--- config.mk ---
export PLATFORM = sky130hd
export DESIGN_NAME = lgs_row_cell
export DESIGN_NICKNAME = d
export VERILOG_FILES = /design/src/rtl/core/lgs_pkg.sv /design/src/rtl/core/lgs_row_cell.sv
export SDC_FILE = /design/constraint.sdc
export NUM_CORES = 1
export LEC_CHECK = 0
export BUFFER_PORTS_ARGS = -buffer_cell sky130_fd_sc_hd__buf_2
export CAP_MARGIN = 20
export CORE_MARGIN = 5
export CORE_UTILIZATION = 43
export CTS_BUF_LIST = sky130_fd_sc_hd__clkbuf_8
export DETAILED_ROUTE_END_ITERATION = 8
export GPL_TIMING_DRIVEN = 0
export PLACE_DENSITY = 0.82
export SLEW_MARGIN = 25
export SYNTH_ARGS = -nofsm -noshare
export SYNTH_HDL_FRONTEND = slang
export SYNTH_SLANG_ARGS = --single-unit
export TNS_END_PERCENT = 20
--- constraint.sdc ---
create_clock -name clk_i -period 0.8 [get_ports clk_i]
set_input_delay 0.2 -clock clk_i [delete_from_list [all_inputs] [get_ports clk_i]]
set_output_delay 0.2 -clock clk_i [all_outputs]
set_load 0.01 [all_outputs]
--- src/rtl/core/lgs_pkg.sv ---
`default_nettype none

package lgs_pkg;

  // Grid dimensions
  localparam int unsigned MaxWidth  = 64;
  localparam int unsigned MaxHeight = 64;

  // Field widths
  localparam int unsigned RowW     = 64;
  localparam int unsigned RowIdxW  = 6;
  localparam int unsigned DimW     = 7;
  localparam int unsigned CfgIdxW  = 1;
  localparam int unsigned CfgDataW = 7;
  localparam int unsigned RowCntW  = $clog2(MaxHeight);
  localparam int unsigned CountW   = 4;

  // B3/S23 rule
  localparam logic [CountW-1:0] BirthCount = CountW'(3);
  localparam logic [CountW-1:0] SurviveLow = CountW'(2);

  // Register indexes
  localparam logic [CfgIdxW-1:0] CfgWidthIdx  = 1'b0;
  localparam logic [CfgIdxW-1:0] CfgHeightIdx = 1'b1;

  // Operation codes
  localparam logic OpLoad = 1'b0;
  localparam logic OpStep = 1'b1;

  typedef logic [MaxWidth-1:0] row_t;

  typedef enum logic {
    LgsIdle,
    LgsStep
  } lgs_state_e;

  typedef struct packed {
    logic shift;
    logic load;
  } lgs_cell_ctrl_t;

  // Zero acts as one, anything above the maximum acts as the maximum.
  function automatic logic [DimW-1:0] clamp_dim(logic [DimW-1:0] v, int unsigned maxv);
    logic [DimW-1:0] res;
    res = v;
    if (v == '0) begin
      res = DimW'(1);
    end else if (32'(v) > maxv) begin
      res = DimW'(maxv);
    end
    return res;
  endfunction

endpackage

`default_nettype wire

--- src/rtl/core/lgs_row_cell.sv ---
`default_nettype none

module lgs_row_cell (
  input  wire logic                    clk_i,
  input  wire logic                    rst_ni,
  input  wire lgs_pkg::lgs_cell_ctrl_t ctrl_i,
  input  wire lgs_pkg::row_t           shift_in_i,
  input  wire lgs_pkg::row_t           load_data_i,
  output      lgs_pkg::row_t           row_o
);

  lgs_pkg::row_t row_q;

  // Hold one grid row; take a loaded row or the neighbor's row on a shift.
  always_ff @(posedge clk_i or negedge rst_ni) begin
    if (!rst_ni) begin
      row_q <= '0;
    end else if (ctrl_i.load) begin
      row_q <= load_data_i;
    end else if (ctrl_i.shift) begin
      row_q <= shift_in_i;
    end
  end

  assign row_o = row_q;

endmodule

`default_nettype wire

## After elaboration in Yosys (flattened, before gate mapping)

Cells that the tools add are included.

| cells by class | value |
|---|---|
| multiplexer cells | 2 |
| reductions and logical operators | 1 |

Operators with widths:

| operator | number |
|---|---|
| 2-to-1 mux 64 bit | 2 |
| nonzero test 2 bit | 1 |

| storage, ports and cells | value |
|---|---|
| bits in registers | 64 |
| logic and storage cells | 4 |

## Logic depth before layout (Yosys ltp)

| logic depth | value |
|---|---|
| depth after elaboration | 2 |
| mapped depth | 4 |
| gate-level depth less buffers | 2 |

## Worst setup path after synthesis

OpenSTA, ideal clock, no wires.

| timing path | value |
|---|---|
| path type | input port to flip-flop |
| start | input port ctrl_i[1] (netlist name) |
| end | register row_q[10], in the netlist row_o[10] |
| required time | 668 ps |
| stages | 4 |
| setup time | 132 ps |
| path buffers | 2 |
| setup slack | -79 ps |
| arrival time | 747 ps |
| path through | buf_6 buf_8 mux2i_1 o21ai_1 |

| between the ends | value |
|---|---|
| longest elaborated chain between the ends | 1 |

RTL lines:

| what | RTL line | text |
|---|---|---|
| from (decl) | lgs_row_cell.sv:6 | `input wire lgs_pkg::lgs_cell_ctrl_t ctrl_i,` |
| nonzero test 2 bit (no line) | n/a |  |
| to (signal assigned) | lgs_row_cell.sv:19 | `row_q <= load_data_i;` |
| to (signal assigned) | lgs_row_cell.sv:21 | `row_q <= shift_in_i;` |
| to (decl) | lgs_row_cell.sv:12 | `lgs_pkg::row_t row_q;` |

No other way between the ends.
A chain may end at the register's enable or synchronous reset.

## Worst setup path in the final report

| timing path | value |
|---|---|
| start | register row_q[0], in the netlist row_o[0] |
| end | output port row_o[0] |

RTL lines:

| what | RTL line | text |
|---|---|---|
| to (decl) | lgs_row_cell.sv:9 | `output lgs_pkg::row_t row_o` |

No word-level cell between the ends.

==> flow_summary_export.csv <==
group,metric,value,unit
synth,syn_area,2970,µm²
clocking,clkSlewWorstSetupHoldPaths,70,ps
synth,seq_area_frac_synth,54.0,%
sta,tns,-16230,ps
layout,drive_above_1_share,46.2,%
pwr,power_frac_clock,32.0,%
detailed_routing,ant_nets,0,
clocking,cts_sinks,64,
synth,synth-seq-cells,64,
layout,diodes,0,
detailed_routing,firstDrtPassIters,4,
sta,skew,0,ps
sta,period_needed,1070,ps
detailed_routing,drc,0,
placement,dp_slack,-309,ps
global_route,grt_max_degree,65,
placement,routabilityCongestion,0.772,
synth,ys_warn_count,0,
layout,final_common_cell,"buf_2",
sta,post-route-period-util,134,%
global_route,antenna_found_initial,0,
worst_setup_path,crit_chain,"buf_2",
detailed_routing,num_vias,2819,
layout,nNetsFinal,625,
sta,maxSlewHeadroom,47.1,%
worst_setup_path,setup.worst_path.end_class,"primary output",
layout,syn2layout_area_growth,46.4,%
flow_run,drv_cap,0,
clocking,cts_root_buf,"clkbuf_8",
clocking,htree_levels,3,
detailed_routing,vias_per_cell,4.88,
floorplanning,dieArea,8660,µm²
pwr,p_sw,2160,µW
synth,synth_nets,409,
worst_setup_path,start_kind,"flop",
global_route,grt_pass1_wl,13600,µm
layout,largest_reg_flops,64,
floorplanning,rows,30,
worst_setup_path,path_class,"flop to primary output",
global_route,grt_overflow,0,
worst_setup_path,required,600,ps
clocking,cts_tree,"yes",
sta,worst_pin_slew,793,ps
layout,mostFrequentLayoutCells,"buf_2, mux2i_1, nand2_1, dfrtp_1, o21ai_1",
worst_setup_path,crit_slowest_cell,"dfrtp_1",
sta,worst_slack,-272,ps
sta,setup_viol,74,
sta,max_freq,0.933,GHz
pwr,sw_frac_of_total,27.2,%
pwr,peakVddDrop,0.815,mV
floorplanning,die_y,93.0,µm
clocking,cts.path.max_buffers,2,
worst_setup_path,crit_family,"flip-flops",
global_route,grtUsageTotal,19.8,%
pwr,p_per_area,1830,nW/µm²
synth,synth.avg_cell_area,10.7,µm²
sta,slew_violations,0,
clocking,numCtsBuffers,9,
synth,yosysUniqueCellTypes,10,
hold_path,hold_class,"input port to asynchronous set/reset pin",
run_status,violations,"hold timing, setup timing",
sta,whs,-42.4,ps
floorplanning,pin_count,196,
placement,post-dp-hpwl,6590,µm
pwr,pwr-share-seq,46.6,%
detailed_routing,detailedRoute.firstIterationViolations,58,
detailed_routing,routedWlPerCell,15.0,µm
run_status,status,"finished, violations left",
floorplanning,core,6760,µm²
floorplanning,die_w,93.0,µm
worst_setup_path,cpPeakStageDelay,410,ps
worst_setup_path,crit_path_max_fanout,2,
placement,io_buffers,193,
global_route,grt_pass1_vias,2900,
worst_setup_path,arrival,870,ps
sta,hold_viol,64,
sta,rsz0062_at_grt,"true",
synth,synthCells,277,
floorplanning,start_util,43.9,%
worst_setup_path,path_buf_inv,1,
clocking,clk_latency,320,ps
detailed_routing,totalWireLength,8670,µm
pwr,p_int,5790,µW
pwr,power_frac_comb,21.4,%
pwr,cellLeakagePower,0.00241,µW
-- power groups by stage --
stage	clock, µW	sequential [µW]	combinational, µW
5_1_grt	2780	3740	1880
3_5_place_dp	0	3750	1620
4_1_cts	2640	3700	1640
3_3_place_gp	0	3740	1580
2_1_floorplan	0	3890	633
6_report	2550	3700	1700
-- timing repair --
item,in CTS,in global routing
cloned,0,0
setup endpoints to repair,64,70
hold endpoints to repair,64,0
resized for setup,2,4
setup buffers,2,10
-- cells by family (layout without fill, tap and decap cells) --
logic type	Yosys count	after routing	share of synthesized area, %
flops	64	64	54.0
buf+inv	21	242	5.49
compound gates	64	64	10.8
mux	64	64	21.6
simple gates	64	64	8.10
-- worst register-to-register path: stages (launching register included) --
cell and delay [ps]:
dfrtp_1 400, buf_4 140, buf_4 120, mux2i_1 130, o21ai_1 70
-- stage by stage --
stage,total power (µW),instance area (µm²),util [%],cells
global placement,5310,4040,59.8,550
floorplan,4520,2970,-,277
global route,8390,4340,64.3,578
finish,7950,4340,64.3,578
detailed placement,5370,4040,59.8,550
CTS,7980,4250,62.9,568
-- final timing paths --
| path | start | end | slack, ps | depth (start not counted) |
|---|---|---|---|---|
| worst max-delay path | row_o[0] | row_o[0] | -270 | 1 |
| min in group clk_i | load_data_i[38] | row_o[38] | 80 | 3 |
| worst max register to register | row_o[28] | row_o[28] | -180 | 4 |
| worst min register to register | row_o[55] | row_o[55] | 550 | 2 |
| worst min-delay path | rst_ni | row_o[47] | -40 | 1 |
| max in group asynchronous | rst_ni | row_o[15] | 310 | 1 |
-- layer usage --
layer / wire, µm / part of all wire, % / up-vias / global-route usage (%)
met4: 103 / 1.2 / 0 / 6.59
met3: 745 / 8.6 / 10 / 4.99
met1: 3490 / 40 / 1296 / 24.3
met5: 0 / 0 / - / 0
met2: 4340 / 50 / 132 / 34.0
li1: - / - / 1381 / -
-- Yosys cell counts --
| master | number | area share (%) |
|---|---|---|
| dfrtp_1 | 64 | 54 |
| mux2i_1 | 64 | 22 |
| nand2_1 | 64 | 8.1 |
| o21ai_1 | 60 | 10 |
| clkbuf_1 | 9 | 1.1 |
| buf_8 | 6 | 3.0 |
| buf_2 | 4 | 0.68 |
| o21ai_0 | 4 | 0.68 |
| buf_4 | 1 | 0.25 |
| buf_6 | 1 | 0.38 |
-- cell type report --
cell class	count	area, µm²
clock inverters	7	56.3
well taps	80	100
multi-input cells	192	1200
repair buffers	205	1090
clock buffers	9	124
plain buffers	21	171
flip-flops and latches	64	1600
fillers	593	2410
(Power assumes the default switching activity.)
