`src/rtl/core/lgs_pkg.sv`:
```
`default_nettype none

package lgs_pkg;

  // Grid dimensions
  localparam int unsigned MaxWidth  = 64;
  localparam int unsigned MaxHeight = 64;

  // Field widths
  localparam int unsigned RowW     = 64;
  localparam int unsigned RowIdxW  = 6;
  localparam int unsigned DimW     = 7;
  localparam int unsigned CfgIdxW  = 1;
  localparam int unsigned CfgDataW = 7;
  localparam int unsigned RowCntW  = $clog2(MaxHeight);
  localparam int unsigned CountW   = 4;

  // B3/S23 rule
  localparam logic [CountW-1:0] BirthCount = CountW'(3);
  localparam logic [CountW-1:0] SurviveLow = CountW'(2);

  // Register indexes
  localparam logic [CfgIdxW-1:0] CfgWidthIdx  = 1'b0;
  localparam logic [CfgIdxW-1:0] CfgHeightIdx = 1'b1;

  // Operation codes
  localparam logic OpLoad = 1'b0;
  localparam logic OpStep = 1'b1;

  typedef logic [MaxWidth-1:0] row_t;

  typedef enum logic {
    LgsIdle,
    LgsStep
  } lgs_state_e;

  typedef struct packed {
    logic shift;
    logic load;
  } lgs_cell_ctrl_t;

  // Zero acts as one, anything above the maximum acts as the maximum.
  function automatic logic [DimW-1:0] clamp_dim(logic [DimW-1:0] v, int unsigned maxv);
    logic [DimW-1:0] res;
    res = v;
    if (v == '0) begin
      res = DimW'(1);
    end else if (32'(v) > maxv) begin
      res = DimW'(maxv);
    end
    return res;
  endfunction

endpackage

`default_nettype wire

```
`src/rtl/core/lgs_next_row.sv`:
```
`default_nettype none

module lgs_next_row (
  input  wire lgs_pkg::row_t above_i,
  input  wire lgs_pkg::row_t here_i,
  input  wire lgs_pkg::row_t below_i,
  input  wire lgs_pkg::row_t wmask_i,
  output      lgs_pkg::row_t next_o
);

  // Pad with a dead column on each side: index c+1 is column c.
  logic [lgs_pkg::MaxWidth+1:0] above_p, here_p, below_p;

  assign above_p = {1'b0, above_i, 1'b0};
  assign here_p  = {1'b0, here_i,  1'b0};
  assign below_p = {1'b0, below_i, 1'b0};

  for (genvar c = 0; c < lgs_pkg::MaxWidth; c++) begin : g_col
    logic [lgs_pkg::CountW-1:0] count;
    logic                       alive;

    assign count = lgs_pkg::CountW'(above_p[c]) + lgs_pkg::CountW'(above_p[c+1])
                 + lgs_pkg::CountW'(above_p[c+2]) + lgs_pkg::CountW'(here_p[c])
                 + lgs_pkg::CountW'(here_p[c+2]) + lgs_pkg::CountW'(below_p[c])
                 + lgs_pkg::CountW'(below_p[c+1]) + lgs_pkg::CountW'(below_p[c+2]);
    assign alive = here_i[c];

    assign next_o[c] = wmask_i[c] & ((count == lgs_pkg::BirthCount) |
                                     (alive & (count == lgs_pkg::SurviveLow)));
  end

endmodule

`default_nettype wire

```
`config.mk`:
```
export PLATFORM = sky130hd
export DESIGN_NAME = lgs_next_row
export DESIGN_NICKNAME = d
export VERILOG_FILES = /design/src/rtl/core/lgs_pkg.sv /design/src/rtl/core/lgs_next_row.sv
export SDC_FILE = /design/constraint.sdc
export NUM_CORES = 1
export LEC_CHECK = 0
export BUFFER_PORTS_ARGS = -buffer_cell sky130_fd_sc_hd__buf_2
export CORE_UTILIZATION = 40
export DETAILED_ROUTE_END_ITERATION = 12
export GPL_ROUTABILITY_DRIVEN = 0
export MAX_ROUTING_LAYER = met4
export PLACE_DENSITY = 0.76
export SETUP_SLACK_MARGIN = 0.02
export SLEW_MARGIN = 20
export SYNTH_ARGS = -nofsm -noshare
export SYNTH_HDL_FRONTEND = slang
export SYNTH_SLANG_ARGS = --single-unit
```
`constraint.sdc`:
```
create_clock -name vclk -period 3.9
set_input_delay 0.39 -clock vclk [all_inputs]
set_output_delay 0.39 -clock vclk [all_outputs]
set_load 0.02 [all_outputs]
```
# After elaboration in Yosys (flattened, before gate mapping)
# Index checks and enable logic that the tools add are counted.
[op_classes] add_sub_neg=441 eq_ne=128 bitwise_logic=192
[op_table] operator="$add A4 B1 Y4" count=252
[op_table] operator="$eq A4 B2 Y1 const B" count=128
[op_table] operator="$add A3 B1 Y4" count=63
[op_table] operator="$add A2 B1 Y3" count=63
[op_table] operator="$and A1 B1 Y1" count=128
[op_table] operator="$add A1 B1 Y2" count=63
[op_table] operator="$or A1 B1 Y1" count=64
[word_totals] reg_bits=0 inputBits=256 output_inout_bits=64 word_cells=761

# Longest topological paths before layout
# Gate-level depths: netlist (run 1).
[logic_depth] ltp_word=11 depth_mapped=10

# Worst setup path before layout (run 1)
# No wires, ideal clock.
[synth_path] kind="input to output" from="input above_i[19]" to="output next_o[20]" arrival_time_ns=3.134 setup_slack_ns=0.376 path_stages=9 path_cell_list="inv_1 fa_1 fa_1 fa_1 inv_1 ha_1 fa_1 or2_2 a21oi_1"
[synth_between] elab_chain_len=11
[synth_lines] item="start: declaration" line="lgs_next_row.sv:4" source="input wire lgs_pkg::row_t above_i,"
[synth_lines] item="$add A1 B1 Y2 *" line="lgs_next_row.sv:22" source="assign count = lgs_pkg::CountW'(above_p[c]) + lgs_pkg::CountW'(above_p[c+1])"
[synth_lines] item="$add A2 B1 Y3 *" line="lgs_next_row.sv:23" source="+ lgs_pkg::CountW'(above_p[c+2]) + lgs_pkg::CountW'(here_p[c])"
[synth_lines] item="$add A3 B1 Y4 *" line="lgs_next_row.sv:23"
[synth_lines] item="$add A4 B1 Y4 * (2 in series)" line="lgs_next_row.sv:24" source="+ lgs_pkg::CountW'(here_p[c+2]) + lgs_pkg::CountW'(below_p[c])"
[synth_lines] item="$add A4 B1 Y4 * (2 in series)" line="lgs_next_row.sv:25" source="+ lgs_pkg::CountW'(below_p[c+1]) + lgs_pkg::CountW'(below_p[c+2]);"
[synth_lines] item="$eq A4 B2 Y1" line="lgs_next_row.sv:29" source="(alive & (count == lgs_pkg::SurviveLow)));"
[synth_lines] item="$and A1 B1 Y1" line="lgs_next_row.sv:29"
[synth_lines] item="$or A1 B1 Y1 *" line="lgs_next_row.sv:28" source="assign next_o[c] = wmask_i[c] & ((count == lgs_pkg::BirthCount) |"
[synth_lines] item="$and A1 B1 Y1 *" line="lgs_next_row.sv:28"
[synth_lines] item="end: declaration" line="lgs_next_row.sv:8" source="output lgs_pkg::row_t next_o"
# Mark *: on every way between the ends. The rest lies on a longest branch, timed or not.

# Worst setup path in the final report (run 1)
[layout_path] from="input above_i[10]" to="output next_o[11]"
# The elaborated chain is that of the path after synthesis.

==> impl_metrics.json, run 1 <==
{
  "postRouteAntennaNets": 0,
  "antenna_found_initial": 6,
  "p_leak_uw": 0.007511,
  "grt_usage_pct": 17.25,
  "slowest_delay_ns": 0.56,
  "netlist_instances": 1198,
  "nClkBuffers": 0,
  "irDropWorstVdd_mv": 0.1334,
  "avgSynthCellArea_sq_um": 9.094,
  "drv_slew": 0,
  "crit_end": "next_o[11]",
  "rows": 60,
  "path_buf_inv": 4,
  "p_per_area_mw_per_mm2": 241.3,
  "rsz0062_at_grt": "false",
  "hold_class": "in -> out",
  "setup_tns_ns": 0,
  "dieArea_sq_mm": 0.02790,
  "cp.arrival_ns": 3.34,
  "crit_fanout": 2,
  "start_util_pct": 40.65,
  "p_comb_share_pct": 100.0,
  "crit_required_ns": 3.51,
  "cts_resized": 0,
  "synth-simple-area-share_pct": 6.971,
  "path_cells": "buf_2, inv_1, fa_1, fa_1, fa_1, inv_1, ha_1, fa_1, or2_2, a21oi_1, buf_2",
  "synth_top_family_by_area": "adder cells",
  "p_sw_uw": 1726,
  "dp_hpwl_um": 21780,
  "post_cts_buffers": 0,
  "grt_first_pass_wirelength_um": 40120,
  "sequential_cell_total": 0,
  "slew_headroom_pct": 82.43,
  "power.share.clock_pct": 0,
  "postCtsHoldBufs": 0,
  "seq_area_sq_um": 0,
  "synth_area_sq_mm": 0.01089,
  "p_sw_share_pct": 55.27,
  "worst_slew_pin_slew_ns": 0.2631,
  "routed_wl_um": 22320,
  "synth.distinct_cells": 19,
  "synth_compound_area_share_pct": 9.866,
  "path_depth": 11,
  "critPathSlowestCell": "fa_1",
  "final_nets": 2216,
  "synth_mux_area_share_pct": 0,
  "setup_violations": 0,
  "hold_viol_final": 0,
  "synth_fp_nets": 1894,
  "crit_family": "adder cells",
  "die_w_um": 167.0,
  "core_area_sq_mm": 0.02680,
  "vias": 8673,
  "grt_pass1_vias": 9711,
  "final.period_utilization_pct": 95.60,
  "postLayoutCoreUtil_pct": 48.27,
  "dr.pass1.iters": 4,
  "endpoint_kind": "output pin",
  "power_frac_seq_pct": 0,
  "critical_path_class": "in -> out",
  "p_int_uw": 1396,
  "start_kind": "input port",
  "period_needed_ns": 3.728,
  "startpoint": "above_i[10]",
  "synth_fa_ha_area_share_pct": 67.90,
  "crit_top_cell": "fa_1",
  "yosysWarnings": 0,
  "grt_max_degree": 4,
  "port_buffers": 320,
  "drc": 0,
  "vias_per_cell": 4.650,
  "max_cap_violations": 0,
  "layout-drive-gt1-share_pct": 23.19,
  "outcome": "finished, final reports clean",
  "die-height_um": 167.0,
  "wl_per_cell_um": 11.97,
  "syn_to_final_growth_pct": 18.75,
  "grt-ovfl-total": 0,
  "drtIter0Drc": 217,
  "synth_xor_area_share_pct": 0,
  "clock.fmax_ghz": 0.2682,
  "pin_count": 320,
  "seq_area_frac_synth_pct": 0
}
[final cells by class]
class,instances,area (sq um)
Tap cell,341,426.7
Timing Repair Buffer,320,1602
Multi-Input combinational cell,755,9231
Fill cell,2503,13860
Inverter,443,1663
Antenna cell,6,15.01
[routing by layer]
metal	track usage (%)	routed length (um)	vias to the layer above	share of wire, %
met5	-	0	-	0
met4	1.691	172	0	0.77
met3	2.662	1478	10	6.6
met2	31.76	11190	225	50
met1	20.36	9482	4125	42
li1	-	-	4313	-
[worst min-delay path, stage by stage]
cell	delay, ns
buf_2	0.09
nand2_1	0.05
nor3_1	0.03
buf_2	0.15
[Yosys cell counts]
library cell	instances	share of area [%]
inv_1	443	15
a31oi_1	1	0.057
o211ai_1	55	3.8
nand3b_1	6	0.41
o2111ai_1	6	0.48
fa_1	252	46
nor2_1	2	0.069
or2_0	16	0.92
a2111oi_2	1	0.14
nor2b_2	1	0.080
or2_1	9	0.52
or2_2	30	1.7
nor3_1	1	0.046
nand2_1	8	0.28
nand2b_1	7	0.40
a211oi_1	1	0.069
ha_1	188	22
nand3_1	55	2.5
a21oi_1	116	5.3
[cells by family (layout without fill, tap and decap cells)]
kind of cell	Yosys count	count (layout)
adders and majority gates	440	440
AOI/OAI and AO/OA	180	180
buffers and inverters	443	763
and+or+nand+nor	135	135
other	0	6
[worst min-delay path by stage]
stage	start	endpoint	cells after the start
floorplan	wmask_i[1]	next_o[1]	2
detailed placement	wmask_i[0]	next_o[0]	4
finish	wmask_i[0]	next_o[0]	4
global route	wmask_i[63]	next_o[63]	4
global placement	wmask_i[63]	next_o[63]	4
CTS	wmask_i[0]	next_o[0]	4
[cells in the final DEF, fill, tap and decap left out]
cell type / count
inv_1: 443
buf_2: 320
fa_1: 252
ha_1: 188
a21oi_1: 116
nand3_1: 55
o211ai_1: 55
or2_2: 30
or2_0: 16
or2_1: 9
nand2_1: 8
nand2b_1: 7
diode_2: 6
nand3b_1: 6
o2111ai_1: 6
nor2_1: 2
nor2b_2: 1
a31oi_1: 1
a2111oi_2: 1
a211oi_1: 1
nor3_1: 1
[through the flow]
step | instances | hold slack, ns | instance area (sq um) | worst slack, ns | power [uW]
floorplan | 1198 | 0.8971 | 10890 | 0.3761 | 2305
global placement | 1859 | 1.109 | 12920 | 0.1965 | 2976
detailed placement | 1859 | 1.111 | 12920 | 0.1522 | 3144
CTS | 1859 | 1.112 | 12920 | 0.1473 | 3181
global route | 1865 | 1.140 | 12940 | 0.03094 | 3695
finish | 1865 | 1.108 | 12940 | 0.1716 | 3122
[power groups by stage]
stage | registers (uW) | clock network [uW] | logic [uW]
finish | 0 | 0.000206 | 3120
global route | 0 | 0.000206 | 3690
CTS | 0 | 0 | 3180
detailed placement | 0 | 0 | 3140
global placement | 0 | 0 | 2980
floorplan | 0 | 0 | 2300
(Power assumes the default switching activity.)
==> run 2, diff against run 1 <==
--- a/config.mk
+++ b/config.mk
@@ -6,11 +6,15 @@
 export NUM_CORES = 1
 export LEC_CHECK = 0
 export BUFFER_PORTS_ARGS = -buffer_cell sky130_fd_sc_hd__buf_2
+export CELL_PAD_IN_SITES_DETAIL_PLACEMENT = 0
+export CELL_PAD_IN_SITES_GLOBAL_PLACEMENT = 1
+export CORE_MARGIN = 8
 export CORE_UTILIZATION = 40
 export DETAILED_ROUTE_END_ITERATION = 12
 export GPL_ROUTABILITY_DRIVEN = 0
 export MAX_ROUTING_LAYER = met4
-export PLACE_DENSITY = 0.76
+export PLACE_DENSITY = 0.95
+export RECOVER_POWER = 100
 export SETUP_SLACK_MARGIN = 0.02
 export SLEW_MARGIN = 20
 export SYNTH_ARGS = -nofsm -noshare
==> impl_metrics.json, run 2 (same netlist as run 1, synthesis figures left out) <==
{
  "fin_area_sq_mm": 0.01291,
  "start_kind": "input port",
  "routed_wl_um": 24680,
  "rows": 60,
  "dr.pass1.iters": 4,
  "clock.fmax_ghz": 0.2655,
  "grt_usage_pct": 15.51,
  "max_cap_violations": 0,
  "dpl_cell_area_sq_mm": 0.01293,
  "post-place-ws_ns": 0.03314,
  "period_needed_ns": 3.766,
  "postRouteAntennaNets": 0,
  "vias_per_cell": 4.676,
  "critical_path_class": "in -> out",
  "outcome": "finished, final reports clean",
  "slowest_delay_ns": 0.57,
  "critPathSlowestCell": "fa_1",
  "endpoint_kind": "output pin",
  "grt_max_degree": 4,
  "pin_count": 320,
  "crit_required_ns": 3.51,
  "syn_to_final_growth_pct": 18.53,
  "final.period_utilization_pct": 96.56,
  "hold_slack_ns": 1.127,
  "crit_family": "adder cells",
  "post_cts_buffers": 0,
  "grt_pass1_vias": 9926,
  "crit_fanout": 2,
  "hold_class": "in -> out",
  "core_area_sq_mm": 0.02688,
  "seq_area_sq_um": 0,
  "grt-ovfl-total": 0,
  "dp_hpwl_um": 23990,
  "die_w_um": 181.0,
  "start_util_pct": 40.54,
  "antenna_found_initial": 3,
  "sequential_cell_total": 0,
  "wl_per_cell_um": 13.25,
  "grt_first_pass_wirelength_um": 43300,
  "path_cells": "buf_2, inv_1, fa_1, fa_1, fa_1, inv_1, ha_1, fa_1, or2_2, a21oi_1, clkbuf_1",
  "path_buf_inv": 4,
  "setup_tns_ns": 0,
  "p_leak_uw": 0.007359,
  "slew_headroom_pct": 80.90,
  "total_power_uw": 3128,
  "layout-drive-gt1-share_pct": 21.33,
  "port_buffers": 320,
  "hold_viol_final": 0,
  "mostFrequentLayoutCells": "442 x inv_1, 257 x buf_2, 252 x fa_1, 188 x ha_1, 113 x a21oi_1",
  "final_nets": 2217,
  "drc": 0,
  "worst_slew_pin_slew_ns": 0.2877,
  "drtIter0Drc": 232,
  "p_per_area_mw_per_mm2": 242.3,
  "dieArea_sq_mm": 0.03277,
  "crit_top_cell": "fa_1",
  "cp.arrival_ns": 3.38,
  "vias": 8711,
  "final_common_cell": "inv_1",
  "postCtsHoldBufs": 0,
  "drv_slew": 0,
  "setup_ws_ns": 0.1342,
  "rsz0062_at_grt": "false",
  "setup_violations": 0,
  "nClkBuffers": 0,
  "die-height_um": 181.0,
  "irDropWorstVdd_mv": 0.1359
}
## run 2: cell types whose count changed in the layout (fill, tap and decap cells not counted)
cell,before,now
clkbuf_1,0,33
a21oi_2,0,3
buf_2,320,257
clkbuf_2,0,28
inv_1,443,442
buf_4,0,3
inv_2,0,1
a21oi_1,116,113
diode_2,6,3
## run 2: cell type report
type	count	area, sq um
Antenna cell	3	7.507
Fill cell	2586	13960
Timing Repair Buffer	321	1573
Inverter	443	1663
Tap cell	341	426.7
Multi-Input combinational cell	755	9243
## run 2: power by group
part | switching, uW | internal (uW) | leakage, uW | total (uW)
combinational | 1750 | 1380 | 0.00736 | 3130
sequential | 0 | 0 | 0 | 0
clock | 0 | 0.000103 | 0.0000000190 | 0.000103
## run 2: worst paths after layout
path / start / endpoint / slack, ns / depth (start not counted)
max: above_i[42] / next_o[43] / 0.13 / 11
min: wmask_i[63] / next_o[63] / 1.13 / 4
## run 2: metal layers
layer / up-vias / global-route usage, % / wire, um / share of wire [%]
met2: 228 / 27.70 / 12240 / 50
met3: 10 / 1.745 / 1201 / 4.9
met5: - / - / 0 / 0
li1: 4309 / - / - / -
met1: 4164 / 19.43 / 11050 / 45
met4: 0 / 1.312 / 191 / 0.77
## run 2: tightest hold or removal path: cells and delay by family
| kind | cells | cell delay [ns] |
|---|---|---|
| buffers and inverters | 2 | 0.26 |
| AND/OR/NAND/NOR | 1 | 0.05 |
| AO/OA/AOI/OAI | 1 | 0.04 |
## run 2: through the flow
step | instances | utilization (%)
detailed placement | 1860 | 48.11
global placement | 1860 | 48.11
floorplan | 1198 | -
global route | 1863 | 48.04
CTS | 1860 | 48.12
finish | 1863 | 48.04
## run 2: timing repair
action | 4_1_cts | 5_1_grt
gates resized for setup | 1 | 6
pin swaps | 0 | 1
cloned | 0 | 0
endpoints found under the setup margin | 1 | 5
